### config.mk
export PLATFORM = sky130hd
export DESIGN_NAME = array_list_insert_remove_engine
export DESIGN_NICKNAME = d
export VERILOG_FILES = /design/src/hw/rtl/alie_pkg.sv /design/src/hw/rtl/alie_datapath.sv /design/src/hw/rtl/alie_controller.sv /design/src/hw/rtl/array_list_insert_remove_engine.sv
export SDC_FILE = /design/constraint.sdc
export NUM_CORES = 2
export LEC_CHECK = 0
export BUFFER_PORTS_ARGS = -buffer_cell sky130_fd_sc_hd__buf_2
export CORE_MARGIN = 3
export CORE_UTILIZATION = 59
export CTS_CLUSTER_DIAMETER = 60
export CTS_CLUSTER_SIZE = 40
export DETAILED_ROUTE_END_ITERATION = 16
export GPL_TIMING_DRIVEN = 0
export PLACE_DENSITY = 0.82
export SYNTH_ARGS = -nofsm -noshare
export SYNTH_HDL_FRONTEND = slang
export SYNTH_SLANG_ARGS = --single-unit
### constraint.sdc
create_clock -name clock -period 4.59 [get_ports clock]
set_input_delay 0.918 -clock clock [delete_from_list [all_inputs] [get_ports clock]]
set_output_delay 0.918 -clock clock [all_outputs]
set_load 0.01 [all_outputs]
### src/hw/rtl/alie_pkg.sv
// Shared constants, codes and command/status types of the ordered list engine.
`timescale 1ns / 1ps

package alie_pkg;

   // Default store depth in elements.
   localparam int DEPTH_DEFAULT = 64;

   // Fixed field widths.
   localparam int OP_W   = 3;
   localparam int VAL_W  = 32;
   localparam int STAT_W = 2;

   // Operation codes.
   localparam logic [OP_W-1:0] OP_APPEND = 3'd0;
   localparam logic [OP_W-1:0] OP_INSERT = 3'd1;
   localparam logic [OP_W-1:0] OP_REMOVE = 3'd2;
   localparam logic [OP_W-1:0] OP_RESIZE = 3'd3;
   localparam logic [OP_W-1:0] OP_DUMP   = 3'd4;

   // Result status codes.
   localparam logic [STAT_W-1:0] ST_OK    = 2'd0;
   localparam logic [STAT_W-1:0] ST_RANGE = 2'd1;
   localparam logic [STAT_W-1:0] ST_FULL  = 2'd2;

   // What a store read is for: moving an element up, moving it down, or dumping it.
   typedef enum logic [1:0] {
      RK_UP,
      RK_DOWN,
      RK_DUMP
   } rd_kind_type;

   // Commands from the controller to the datapath.
   typedef struct packed {
      logic                 load;          // capture the request fields
      logic                 set_pos_count; // append: position becomes the count
      logic                 ptr_load_top;  // pointer to count - 1
      logic                 ptr_load_pos1; // pointer to position + 1
      logic                 ptr_load_zero; // pointer to entry zero
      logic                 rd_en;         // read the store at the pointer, step it
      rd_kind_type          rd_kind;
      logic                 put;           // write the new value, count up
      logic                 cnt_dec;       // count down by one
      logic                 cnt_trunc;     // resize truncation
      logic                 emit;          // emit a single-word result
      logic [STAT_W-1:0]    emit_status;
   } cmd_type;

   // Status from the datapath to the controller.
   typedef struct packed {
      logic op_append;
      logic op_insert;
      logic op_remove;
      logic op_resize;
      logic op_dump;
      logic pos_gt_count;
      logic pos_ge_count;
      logic pos_eq_count;
      logic pos_last;
      logic full;
      logic empty;
      logic ptr_at_pos;
      logic ptr_at_end;
   } stat_type;

endpackage

### src/hw/rtl/alie_datapath.sv
// Datapath of the ordered list engine: element store, count, walk pointer and result register.
`timescale 1ns / 1ps

module alie_datapath #(
   parameter int DEPTH = alie_pkg::DEPTH_DEFAULT,
   parameter int CW    = $clog2(DEPTH + 1)
) (
   input  logic                           clock,
   input  logic                           reset,
   input  alie_pkg::cmd_type              cmd,
   output alie_pkg::stat_type             stat,
   input  logic [alie_pkg::OP_W-1:0]      req_operation,
   input  logic [CW-1:0]                  req_position,
   input  logic signed [alie_pkg::VAL_W-1:0] req_new_value,
   input  logic [CW-1:0]                  req_new_length,
   output logic                           rsp_strobe,
   output logic [alie_pkg::STAT_W-1:0]    rsp_status,
   output logic [CW-1:0]                  rsp_count_after,
   output logic                           rsp_has_element,
   output logic signed [alie_pkg::VAL_W-1:0] rsp_element_out,
   output logic                           rsp_last
);

   localparam int AW = $clog2(DEPTH);
   localparam logic [CW-1:0] DEPTH_C = CW'(DEPTH);

   logic [alie_pkg::VAL_W-1:0] element_store_ff [DEPTH];

   logic [alie_pkg::OP_W-1:0]   op_ff, op_in;
   logic [CW-1:0]               pos_ff, pos_in;
   logic [alie_pkg::VAL_W-1:0]  val_ff, val_in;
   logic [CW-1:0]               len_ff, len_in;
   logic [CW-1:0]               count_ff, count_in;
   logic [AW-1:0]               ptr_ff, ptr_in;

   // Read pipe: data read last cycle and where it goes.
   logic                        pv_ff, pv_in;
   logic                        pdump_ff, pdump_in;
   logic                        plast_ff, plast_in;
   logic [AW-1:0]               wa_ff, wa_in;
   logic [alie_pkg::VAL_W-1:0]  rdata_ff;

   logic                        rsp_strobe_ff, rsp_strobe_in;
   logic [alie_pkg::STAT_W-1:0] rsp_status_ff, rsp_status_in;
   logic [CW-1:0]               rsp_count_ff, rsp_count_in;
   logic                        rsp_has_ff, rsp_has_in;
   logic [alie_pkg::VAL_W-1:0]  rsp_elem_ff, rsp_elem_in;
   logic                        rsp_last_ff, rsp_last_in;

   always_comb begin
      stat.op_append    = (op_ff == alie_pkg::OP_APPEND);
      stat.op_insert    = (op_ff == alie_pkg::OP_INSERT);
      stat.op_remove    = (op_ff == alie_pkg::OP_REMOVE);
      stat.op_resize    = (op_ff == alie_pkg::OP_RESIZE);
      stat.op_dump      = (op_ff == alie_pkg::OP_DUMP);
      stat.pos_gt_count = (pos_ff > count_ff);
      stat.pos_ge_count = (pos_ff >= count_ff);
      stat.pos_eq_count = (pos_ff == count_ff);
      stat.pos_last     = (((CW+1)'(pos_ff) + (CW+1)'(1)) == (CW+1)'(count_ff));
      stat.full         = (count_ff >= DEPTH_C);
      stat.empty        = (count_ff == '0);
      stat.ptr_at_pos   = (CW'(ptr_ff) == pos_ff);
      stat.ptr_at_end   = (((CW+1)'(ptr_ff) + (CW+1)'(1)) == (CW+1)'(count_ff));
   end

   always_comb begin
      op_in  = op_ff;
      pos_in = pos_ff;
      val_in = val_ff;
      len_in = len_ff;
      if (cmd.load) begin
         op_in  = req_operation;
         pos_in = req_position;
         val_in = req_new_value;
         len_in = req_new_length;
      end else if (cmd.set_pos_count) begin
         pos_in = count_ff;
      end

      count_in = count_ff;
      if (cmd.put) begin
         count_in = count_ff + CW'(1);
      end else if (cmd.cnt_dec) begin
         count_in = count_ff - CW'(1);
      end else if (cmd.cnt_trunc && (len_ff < count_ff)) begin
         count_in = len_ff;
      end

      ptr_in = ptr_ff;
      if (cmd.ptr_load_top) begin
         ptr_in = AW'(count_ff - CW'(1));
      end else if (cmd.ptr_load_pos1) begin
         ptr_in = AW'(pos_ff + CW'(1));
      end else if (cmd.ptr_load_zero) begin
         ptr_in = '0;
      end else if (cmd.rd_en) begin
         ptr_in = (cmd.rd_kind == alie_pkg::RK_UP) ? ptr_ff - AW'(1) : ptr_ff + AW'(1);
      end

      pv_in    = cmd.rd_en;
      pdump_in = (cmd.rd_kind == alie_pkg::RK_DUMP);
      plast_in = stat.ptr_at_end;
      wa_in    = (cmd.rd_kind == alie_pkg::RK_UP) ? ptr_ff + AW'(1) : ptr_ff - AW'(1);

      rsp_strobe_in = cmd.emit | (pv_ff & pdump_ff);
      rsp_count_in  = count_in;
      if (pv_ff && pdump_ff) begin
         rsp_status_in = alie_pkg::ST_OK;
         rsp_has_in    = 1'b1;
         rsp_elem_in   = rdata_ff;
         rsp_last_in   = plast_ff;
      end else begin
         rsp_status_in = cmd.emit_status;
         rsp_has_in    = 1'b0;
         rsp_elem_in   = '0;
         rsp_last_in   = 1'b1;
      end
   end

   always_ff @(posedge clock) begin
      if (reset) begin
         count_ff      <= '0;
         pv_ff         <= 1'b0;
         rsp_strobe_ff <= 1'b0;
      end else begin
         count_ff      <= count_in;
         pv_ff         <= pv_in;
         rsp_strobe_ff <= rsp_strobe_in;
      end
   end

   always_ff @(posedge clock) begin
      op_ff         <= op_in;
      pos_ff        <= pos_in;
      val_ff        <= val_in;
      len_ff        <= len_in;
      ptr_ff        <= ptr_in;
      pdump_ff      <= pdump_in;
      plast_ff      <= plast_in;
      wa_ff         <= wa_in;
      rsp_status_ff <= rsp_status_in;
      rsp_count_ff  <= rsp_count_in;
      rsp_has_ff    <= rsp_has_in;
      rsp_elem_ff   <= rsp_elem_in;
      rsp_last_ff   <= rsp_last_in;
   end

   // Single write port: a moved element or the newly placed value, never both.
   always_ff @(posedge clock) begin
      if (pv_ff && !pdump_ff) begin
         element_store_ff[wa_ff] <= rdata_ff;
      end else if (cmd.put) begin
         element_store_ff[pos_ff[AW-1:0]] <= val_ff;
      end
   end

   always_ff @(posedge clock) begin
      if (cmd.rd_en) begin
         rdata_ff <= element_store_ff[ptr_ff];
      end
   end

   assign rsp_strobe      = rsp_strobe_ff;
   assign rsp_status      = rsp_status_ff;
   assign rsp_count_after = rsp_count_ff;
   assign rsp_has_element = rsp_has_ff;
   assign rsp_element_out = rsp_elem_ff;
   assign rsp_last        = rsp_last_ff;

endmodule

### src/hw/rtl/alie_controller.sv
// Controller state machine of the ordered list engine.
`timescale 1ns / 1ps

module alie_controller (
   input  logic               clock,
   input  logic               reset,
   input  logic               start,
   output logic               busy,
   input  alie_pkg::stat_type stat,
   output alie_pkg::cmd_type  cmd
);

   typedef enum logic [8:0] {
      S_IDLE      = 9'b000000001,
      S_DECODE    = 9'b000000010,
      S_UP        = 9'b000000100,
      S_UP_LAST   = 9'b000001000,
      S_PUT       = 9'b000010000,
      S_DOWN      = 9'b000100000,
      S_DOWN_LAST = 9'b001000000,
      S_DUMP      = 9'b010000000,
      S_DUMP_LAST = 9'b100000000
   } state_type;

   state_type state_ff, state_in;

   always_comb begin
      state_in = state_ff;
      cmd      = '0;
      cmd.rd_kind     = alie_pkg::RK_UP;
      cmd.emit_status = alie_pkg::ST_OK;
      unique case (state_ff)
         S_IDLE: begin
            if (start) begin
               cmd.load = 1'b1;
               state_in = S_DECODE;
            end
         end
         S_DECODE: begin
            state_in = S_IDLE;
            if (stat.op_append) begin
               if (stat.full) begin
                  cmd.emit        = 1'b1;
                  cmd.emit_status = alie_pkg::ST_FULL;
               end else begin
                  cmd.set_pos_count = 1'b1;
                  state_in          = S_PUT;
               end
            end else if (stat.op_insert) begin
               if (stat.pos_gt_count) begin
                  cmd.emit        = 1'b1;
                  cmd.emit_status = alie_pkg::ST_RANGE;
               end else if (stat.full) begin
                  cmd.emit        = 1'b1;
                  cmd.emit_status = alie_pkg::ST_FULL;
               end else if (stat.pos_eq_count) begin
                  state_in = S_PUT;
               end else begin
                  cmd.ptr_load_top = 1'b1;
                  state_in         = S_UP;
               end
            end else if (stat.op_remove) begin
               if (stat.pos_ge_count) begin
                  cmd.emit        = 1'b1;
                  cmd.emit_status = alie_pkg::ST_RANGE;
               end else if (stat.pos_last) begin
                  cmd.cnt_dec = 1'b1;
                  cmd.emit    = 1'b1;
               end else begin
                  cmd.ptr_load_pos1 = 1'b1;
                  state_in          = S_DOWN;
               end
            end else if (stat.op_resize) begin
               cmd.cnt_trunc = 1'b1;
               cmd.emit      = 1'b1;
            end else if (stat.op_dump) begin
               if (stat.empty) begin
                  cmd.emit = 1'b1;
               end else begin
                  cmd.ptr_load_zero = 1'b1;
                  state_in          = S_DUMP;
               end
            end else begin
               cmd.emit = 1'b1;
            end
         end
         S_UP: begin
            cmd.rd_en   = 1'b1;
            cmd.rd_kind = alie_pkg::RK_UP;
            if (stat.ptr_at_pos) begin
               state_in = S_UP_LAST;
            end
         end
         S_UP_LAST: begin
            state_in = S_PUT;
         end
         S_PUT: begin
            cmd.put  = 1'b1;
            cmd.emit = 1'b1;
            state_in = S_IDLE;
         end
         S_DOWN: begin
            cmd.rd_en   = 1'b1;
            cmd.rd_kind = alie_pkg::RK_DOWN;
            if (stat.ptr_at_end) begin
               state_in = S_DOWN_LAST;
            end
         end
         S_DOWN_LAST: begin
            cmd.cnt_dec = 1'b1;
            cmd.emit    = 1'b1;
            state_in    = S_IDLE;
         end
         S_DUMP: begin
            cmd.rd_en   = 1'b1;
            cmd.rd_kind = alie_pkg::RK_DUMP;
            if (stat.ptr_at_end) begin
               state_in = S_DUMP_LAST;
            end
         end
         S_DUMP_LAST: begin
            state_in = S_IDLE;
         end
         default: begin
            state_in = S_IDLE;
         end
      endcase
   end

   always_ff @(posedge clock) begin
      if (reset) begin
         state_ff <= S_IDLE;
      end else begin
         state_ff <= state_in;
      end
   end

   assign busy = (state_ff != S_IDLE);

endmodule

### src/hw/rtl/array_list_insert_remove_engine.sv
// Top level of the ordered list engine: controller and datapath joined by command and status.
//
//   Channel  | Ports                                        | Handshake
//   ---------+----------------------------------------------+------------------------------------
//   request  | req_operation, req_position, req_new_value,  | taken when start is high and busy
//            | req_new_length                               | is low
//   response | rsp_status, rsp_count_after, rsp_has_element,| one word per cycle with rsp_strobe
//            | rsp_element_out, rsp_last                    | high, no back-pressure
//
// After a request is taken, busy stays high for the decode state plus the walk. Resize,
// unused codes, rejected requests, a remove at the tail and a dump of an empty list end
// in the decode state; an append or an insert at the count goes on to the put state. An
// insert that moves elements shifts those at and above the position up one entry, from the
// top down, then places the value; a remove shifts those after it down one entry; one store
// read per cycle with the write of the moved word overlapped. A dump streams one word per cycle.
// The single-port read and single-port write of the element store set this pace.
// Synchronous active-high reset empties the list at once; store contents are left as they
// are, since only entries below the count are ever read. The receiver cannot stall, and
// every response word is shown for exactly one cycle from a register, dump words after the read pipe.
`timescale 1ns / 1ps

module array_list_insert_remove_engine #(
   parameter int DEPTH = alie_pkg::DEPTH_DEFAULT,
   parameter int CW    = $clog2(DEPTH + 1)
) (
   input  logic                              clock,
   input  logic                              reset,
   input  logic                              start,
   output logic                              busy,
   input  logic [alie_pkg::OP_W-1:0]         req_operation,
   input  logic [CW-1:0]                     req_position,
   input  logic signed [alie_pkg::VAL_W-1:0] req_new_value,
   input  logic [CW-1:0]                     req_new_length,
   output logic                              rsp_strobe,
   output logic [alie_pkg::STAT_W-1:0]       rsp_status,
   output logic [CW-1:0]                     rsp_count_after,
   output logic                              rsp_has_element,
   output logic signed [alie_pkg::VAL_W-1:0] rsp_element_out,
   output logic                              rsp_last
);

   // Commands flow from the controller to the datapath; flags about the latched request,
   // the count and the walk pointer flow back.
   alie_pkg::cmd_type  cmd;
   alie_pkg::stat_type stat;

   // The controller sequences one request at a time: decode, an optional walk over the
   // store, and the final write or response.
   alie_controller u_ctrl (
      .clock (clock),
      .reset (reset),
      .start (start),
      .busy  (busy),
      .stat  (stat),
      .cmd   (cmd)
   );

   // The datapath holds the store, the count, the walk pointer, a one-word read pipe
   // and the registered response word.
   alie_datapath #(
      .DEPTH (DEPTH),
      .CW    (CW)
   ) u_dp (
      .clock           (clock),
      .reset           (reset),
      .cmd             (cmd),
      .stat            (stat),
      .req_operation   (req_operation),
      .req_position    (req_position),
      .req_new_value   (req_new_value),
      .req_new_length  (req_new_length),
      .rsp_strobe      (rsp_strobe),
      .rsp_status      (rsp_status),
      .rsp_count_after (rsp_count_after),
      .rsp_has_element (rsp_has_element),
      .rsp_element_out (rsp_element_out),
      .rsp_last        (rsp_last)
   );

endmodule

# Word level (Yosys, flattened, before mapping)
# Memories as Yosys holds them, arrays and structs flattened. A register that Yosys moved wholly into a read port is not among the register bits.
# Cells that the tools add are included.
# classes
addsub	7
n_lt_le_gt_ge	4
eq_ne	22
n_mux	78
n_bitwise	3
n_reduce_logical	13
# ops
op	n
2-to-1 mux 9 bit	11
2-to-1 mux 6 bit	9
one-hot mux 9 bit (6 select lines)	1
2-to-1 mux 1 bit	36
2-to-1 mux 7 bit	5
2-to-1 mux 32 bit	1
OR reduction 32 bit	1
== test 8 x 7 -> 1 bit	2
2-to-1 mux 3 bit	5
adder 6 x 1 -> 6 bit (second input constant)	2
2-to-1 mux 5 bit	2
== test 9 x 1 -> 1 bit (second input constant)	1
== test 9 x 2 -> 1 bit (second input constant)	1
== test 9 x 3 -> 1 bit (second input constant)	1
== test 9 x 4 -> 1 bit (second input constant)	1
== test 9 x 5 -> 1 bit (second input constant)	1
== test 9 x 6 -> 1 bit (second input constant)	1
== test 9 x 7 -> 1 bit (second input constant)	1
== test 9 x 8 -> 1 bit (second input constant)	1
!= test 9 x 1 -> 1 bit (second input constant)	1
one-hot mux 3 bit (3 select lines)	1
adder 7 x 1 -> 8 bit (second input constant)	1
2-to-1 mux 8 bit	1
adder 6 x 1 -> 7 bit (second input constant)	1
30 further kinds	39
# word_totals
ff_bits	124
mem_bits_rw	2048
input_bits	52
out_inout_bits	45
wordCells	145
memories	1
# memory_table
memory	words	word_bits	rd	rd_ports_with_merged_regs	wr	line_no	source
u_dp.element_store_ff	64	32	1	1	1	alie_datapath.sv:27	logic [alie_pkg::VAL_W-1:0] element_store_ff [DEPTH];

# Depth between registers and ports, before layout
# depth
depth_word	12
depth_mapped	13
ltp_nobuf	9

# By module
# A second synthesis with hierarchy kept.
# unflattened
hier_cells	3976
area_unflattened_um2	85104.1
# by_module_without_submodules
module	instances	cells_each	area_per_inst_um2
alie_datapath	1	3886	84424.7
alie_controller	1	90	679.4

# Worst setup path before layout
# OpenSTA, ideal clock, no wires.
# synth_path
path_type	reg-to-reg
startpoint	reg u_ctrl.state_ff[8]
endpoint	mem u_dp.element_store_ff[22][0] (netlist name) (enable)
setup_time_ps	421
arrival_time_ps	3664
required_ps	4169
path_slack_ps	505
path_stages_with_launch	9
cell_sequence	dfxtp_1 > or4_1 > buf_6 > nor4b_4 > buf_6 > mux2i_1 > or2b_1 > nand2b_1 > nor2_1
# synth_via
elab_chain_cells	7
# synth_rtl
item	line_no	source
from (decl)	alie_controller.sv:25	state_type state_ff, state_in;
from (signal assigned)	alie_controller.sv:134	state_ff <= state_in;
== test 9 x 5 -> 1 bit *	alie_controller.sv:32	unique case (state_ff)
2-to-1 mux 1 bit *	alie_controller.sv:32	
2-to-1 mux 1 bit *	alie_datapath.sv:152	end else if (cmd.put) begin
2-to-1 mux 1 bit *	alie_datapath.sv:150	if (pv_ff && !pdump_ff) begin
2-to-1 mux 1 bit (implied by the code) *	alie_datapath.sv:153	element_store_ff[pos_ff[AW-1:0]] <= val_ff;
OR reduction 32 bit (no line)	-	
2-to-1 mux 6 bit (no line) / 2-to-1 mux 1 bit (equally long branches)	-	
to (decl)	alie_datapath.sv:27	
# Mark *: on every way between the ends. The rest lies on a longest branch, timed or not.

==> summary.md <==
| Metric | Value |
|---|---|
| Clk Tree Root Cell | `clkbuf_16` |
| Crit share post-route | `101%` |
| Outcome | `complete, but fails checks` |
| Yosys reg bits | `2204` |
| Layout Utilization | `66.9%` |
| Via count | `45700` |
| Io pins | `97` |
| First DRT Iteration DRCs | `8535` |
| Actual slew at the worst max-slew pin | `1.47 ns` |
| CP Capture Type | `flop` |
| FFs w/ async S/R, synth | `0%` |
| Slew Viols, Final | `0` |
| Total Power | `35300 uW` |
| Drt via density | `7.46` |
| VDD IR-drop max | `497 uV` |
| Largest net degree at the start of global routing | `64` |
| Avg Cell Area, Syn | `22.6 um2` |
| Initial Utilization | `59.9%` |
| Clock tree buffer depth | `3` |
| TritonCTS clock tree | `built` |
| Initial antenna violation count | `16` |
| Total power per unit cell area | `370 mW/mm2` |
| Min Hold Slack | `0.293 ns` |
| Worst Skew | `0.0480 ns` |
| P_leak | `0.0299 uW` |
| Fin nets | `4186` |
| ANT nets after route | `0` |
| Sequential share of the synthesized area | `76.8%` |
| Final Hold Vio Count | `0` |
| Number of H-tree levels | `3` |
| Hold_sp | `req_new_value[21]` |
| Setup crit start kind | `flop` |
| Failing checks | `negative setup slack` |
| Die area | `0.149 mm2` |
| Proportion of layout cells with a drive suffix above 1 | `30.9%` |
| Clock sink count | `2204` |
| Ys flop type | `edfxtp_1` |
| Hold crit path type | `primary input to flop` |
| # setup viols final | `53` |
| Synth Instances | `3780` |
| Max Clock Freq | `215 MHz` |
| P&R area growth vs syn | `11.8%` |
| Rows | `138` |
| Core area | `0.142 mm2` |
| Post-synth EDFFs | `2135` |
| Final worst-path setup slack | `-0.0622 ns` |
| Commonest cells post-synth | `edfxtp_1, mux4_2, nand2_1, nor2_1, clkbuf_1` |
| Worst r2r dst | `u_dp.rdata_ff[2]` |
| Hold Path Stages | `1` |
| Crit path DAT | `5.15 ns` |
| WS Path Type | `flop to flop` |
| Hold EP | `u_dp.val_ff[21]` |
| Cell taking the most area after synthesis | `edfxtp_1` |
| Post-placement cell count | `5864` |
| Total CTS buffers | `121` |
| Max Cap Viol | `0` |
| Final setup TNS | `-0.650 ns` |
| Fin cells | `6120` |
| Critical Path Fanout Max | `10` |
| Vias in the first global route | `44600` |
| Port bufs | `96` |
| Slew HR | `2.19%` |
| Die width | `386 um` |
| Synth warn | `0` |
| Worst EP required | `5.09 ns` |
| Mapped cell area | `0.0853 mm2` |
| Register-to-register path setup slack | `-0.06 ns` |
| Die Height | `386 um` |
| Period minus WS final | `4.65 ns` |
| DRT Wirelength | `252000 um` |
| Reg2reg path depth | `7` |
| DRT Pass-1 Iters | `8` |
| DP Wirelength | `153000 um` |
| Top-area cell type share of the netlist area | `75.2%` |
| WL per Instance | `41.1 um` |
| Syn Nets | `3851` |
| Distinct cells, synth | `75` |
| Clk pin slew, worst setup/hold paths | `0.10 ns` |
| Grt ovf | `0` |
| GRT Total Usage | `34.2%` |
| Clock latency on the worst-skew pair | `0.81 ns` |
| R2R Path Start | `u_dp.ptr_ff[1]` |
| Hold Buf Count CTS | `0` |
| DRC Markers | `0` |
| First-pass GRT wire length | `349000 um` |
| Synth area leaders | `edfxtp_1, mux4_2, dfxtp_1, mux2i_1, nand2_1` |
| GP Congestion | `0.937` |
| Most common cell in the netlist | `edfxtp_1` |
-- sequential cells by signal, summed over array words and instances (netlist names) --
signal / cells
u_ctrl.state_ff: 9
u_dp.count_ff: 7
u_dp.element_store_ff: 2048
u_dp.len_ff: 7
u_dp.op_ff: 3
u_dp.pdump_ff: 1
u_dp.plast_ff: 1
u_dp.pos_ff: 7
u_dp.ptr_ff: 6
u_dp.pv_ff: 1
u_dp.rdata_ff: 32
u_dp.rsp_count_after: 7
u_dp.rsp_element_out: 32
u_dp.rsp_has_element: 1
u_dp.rsp_last: 1
u_dp.rsp_status: 2
u_dp.rsp_strobe: 1
u_dp.val_ff: 32
u_dp.wa_ff: 6
-- per-stage QoR --
stage                     worst slack, ns  cell area [um2]
final                             -0.0622            95300
after global routing             -0.00386            95300
after CTS                          0.0153            95200
after detailed placement          -0.0549            90700
after global placement              -1.89            88100
after floorplan                     0.505            85300
-- where the power goes --
group | switching (uW) | internal (uW)
Clock | 7370 | 5640
Combinational | 278 | 161
Sequential | 46.4 | 21800
-- layer usage --
layer  routed length [um]  part of all wire, %  vias to the layer above  global-route usage, %
met1                79100                   31                    23300                   44.5
met5                   49                0.019                        -                      0
li1                     -                    -                    16600                      -
met4                18100                  7.2                        8                   19.6
met3                36000                   14                      987                   9.33
met2               118000                   47                     4805                   52.8
-- kinds of logic after synthesis --
| logic type | Yosys count | share of synthesized area (%) |
|---|---|---|
| AO/OA/AOI/OAI | 162 | 1.26 |
| XOR/XNOR | 40 | 0.427 |
| adder cells (fa/ha/maj) | 19 | 0.279 |
| buffers and inverters | 224 | 1.26 |
| flip-flops | 2204 | 76.8 |
| multiplexers | 717 | 17.5 |
| AND/OR/NAND/NOR | 414 | 2.44 |
-- worst max-delay path by stage --
stage	startpoint	to	slack, ns	cells after the start
2_1_floorplan	u_ctrl.state_ff[8]	u_dp.element_store_ff[22][0]	0.50	8
3_3_place_gp	u_ctrl.state_ff[7]	u_dp.element_store_ff[55][20]	-1.89	8
3_5_place_dp	u_ctrl.state_ff[7]	u_dp.element_store_ff[53][30]	-0.05	9
4_1_cts	u_ctrl.state_ff[7]	u_dp.element_store_ff[58][26]	0.02	9
5_1_grt	u_ctrl.state_ff[7]	u_dp.element_store_ff[37][11]	-0.004	9
6_report	u_dp.ptr_ff[1]	u_dp.rdata_ff[2]	-0.06	7
-- cell type report --
class | count | area [um2]
fillers | 8180 | 47100
flip-flops and latches | 2204 | 65500
multi-input cells | 1352 | 19300
repair buffers | 214 | 2650
plain buffers | 201 | 997
clock inverters | 98 | 1280
clock buffers | 133 | 3160
well taps | 1890 | 2360
diodes | 7 | 17.5
inverters | 21 | 78.8
-- cell usage in the layout, fill, tap and decap left out, types with 14 or more instances in the layout --
| cell | count |
|---|---|
| edfxtp_1 | 2135 |
| mux4_2 | 618 |
| buf_2 | 154 |
| clkbuf_16 | 124 |
| nand2_1 | 108 |
| buf_12 | 91 |
| clkbuf_1 | 78 |
| dfxtp_1 | 69 |
| mux2i_1 | 68 |
| nor2_4 | 64 |
| buf_4 | 49 |
| nor2_1 | 44 |
| and3_1 | 41 |
| a21oi_1 | 33 |
| nand2_2 | 33 |
| o21ai_0 | 32 |
| buf_1 | 31 |
| mux2_2 | 30 |
| xnor2_1 | 27 |
| inv_1 | 19 |
| o22ai_1 | 19 |
| ha_1 | 19 |
| nand3_1 | 17 |
| nand2b_1 | 16 |
| clkinv_8 | 15 |
| a31oi_1 | 14 |
| nand4_1 | 14 |
-- timing repair --
item	CTS	global route
endpoints found under the hold margin	0	0
resized for setup	0	5
setup endpoints to repair	86	486
buffers inserted	10	10
pin swaps	4	2
-- worst max-delay path: stages (launching register included) --
cell and delay, ns:
edfxtp_1 0.65, buf_2 0.32, clkbuf_1 0.89, clkbuf_1 0.97, mux4_2 0.44, mux4_2 0.51, mux2i_1 0.35, a21oi_1 0.21
(Power assumes the default switching activity.)
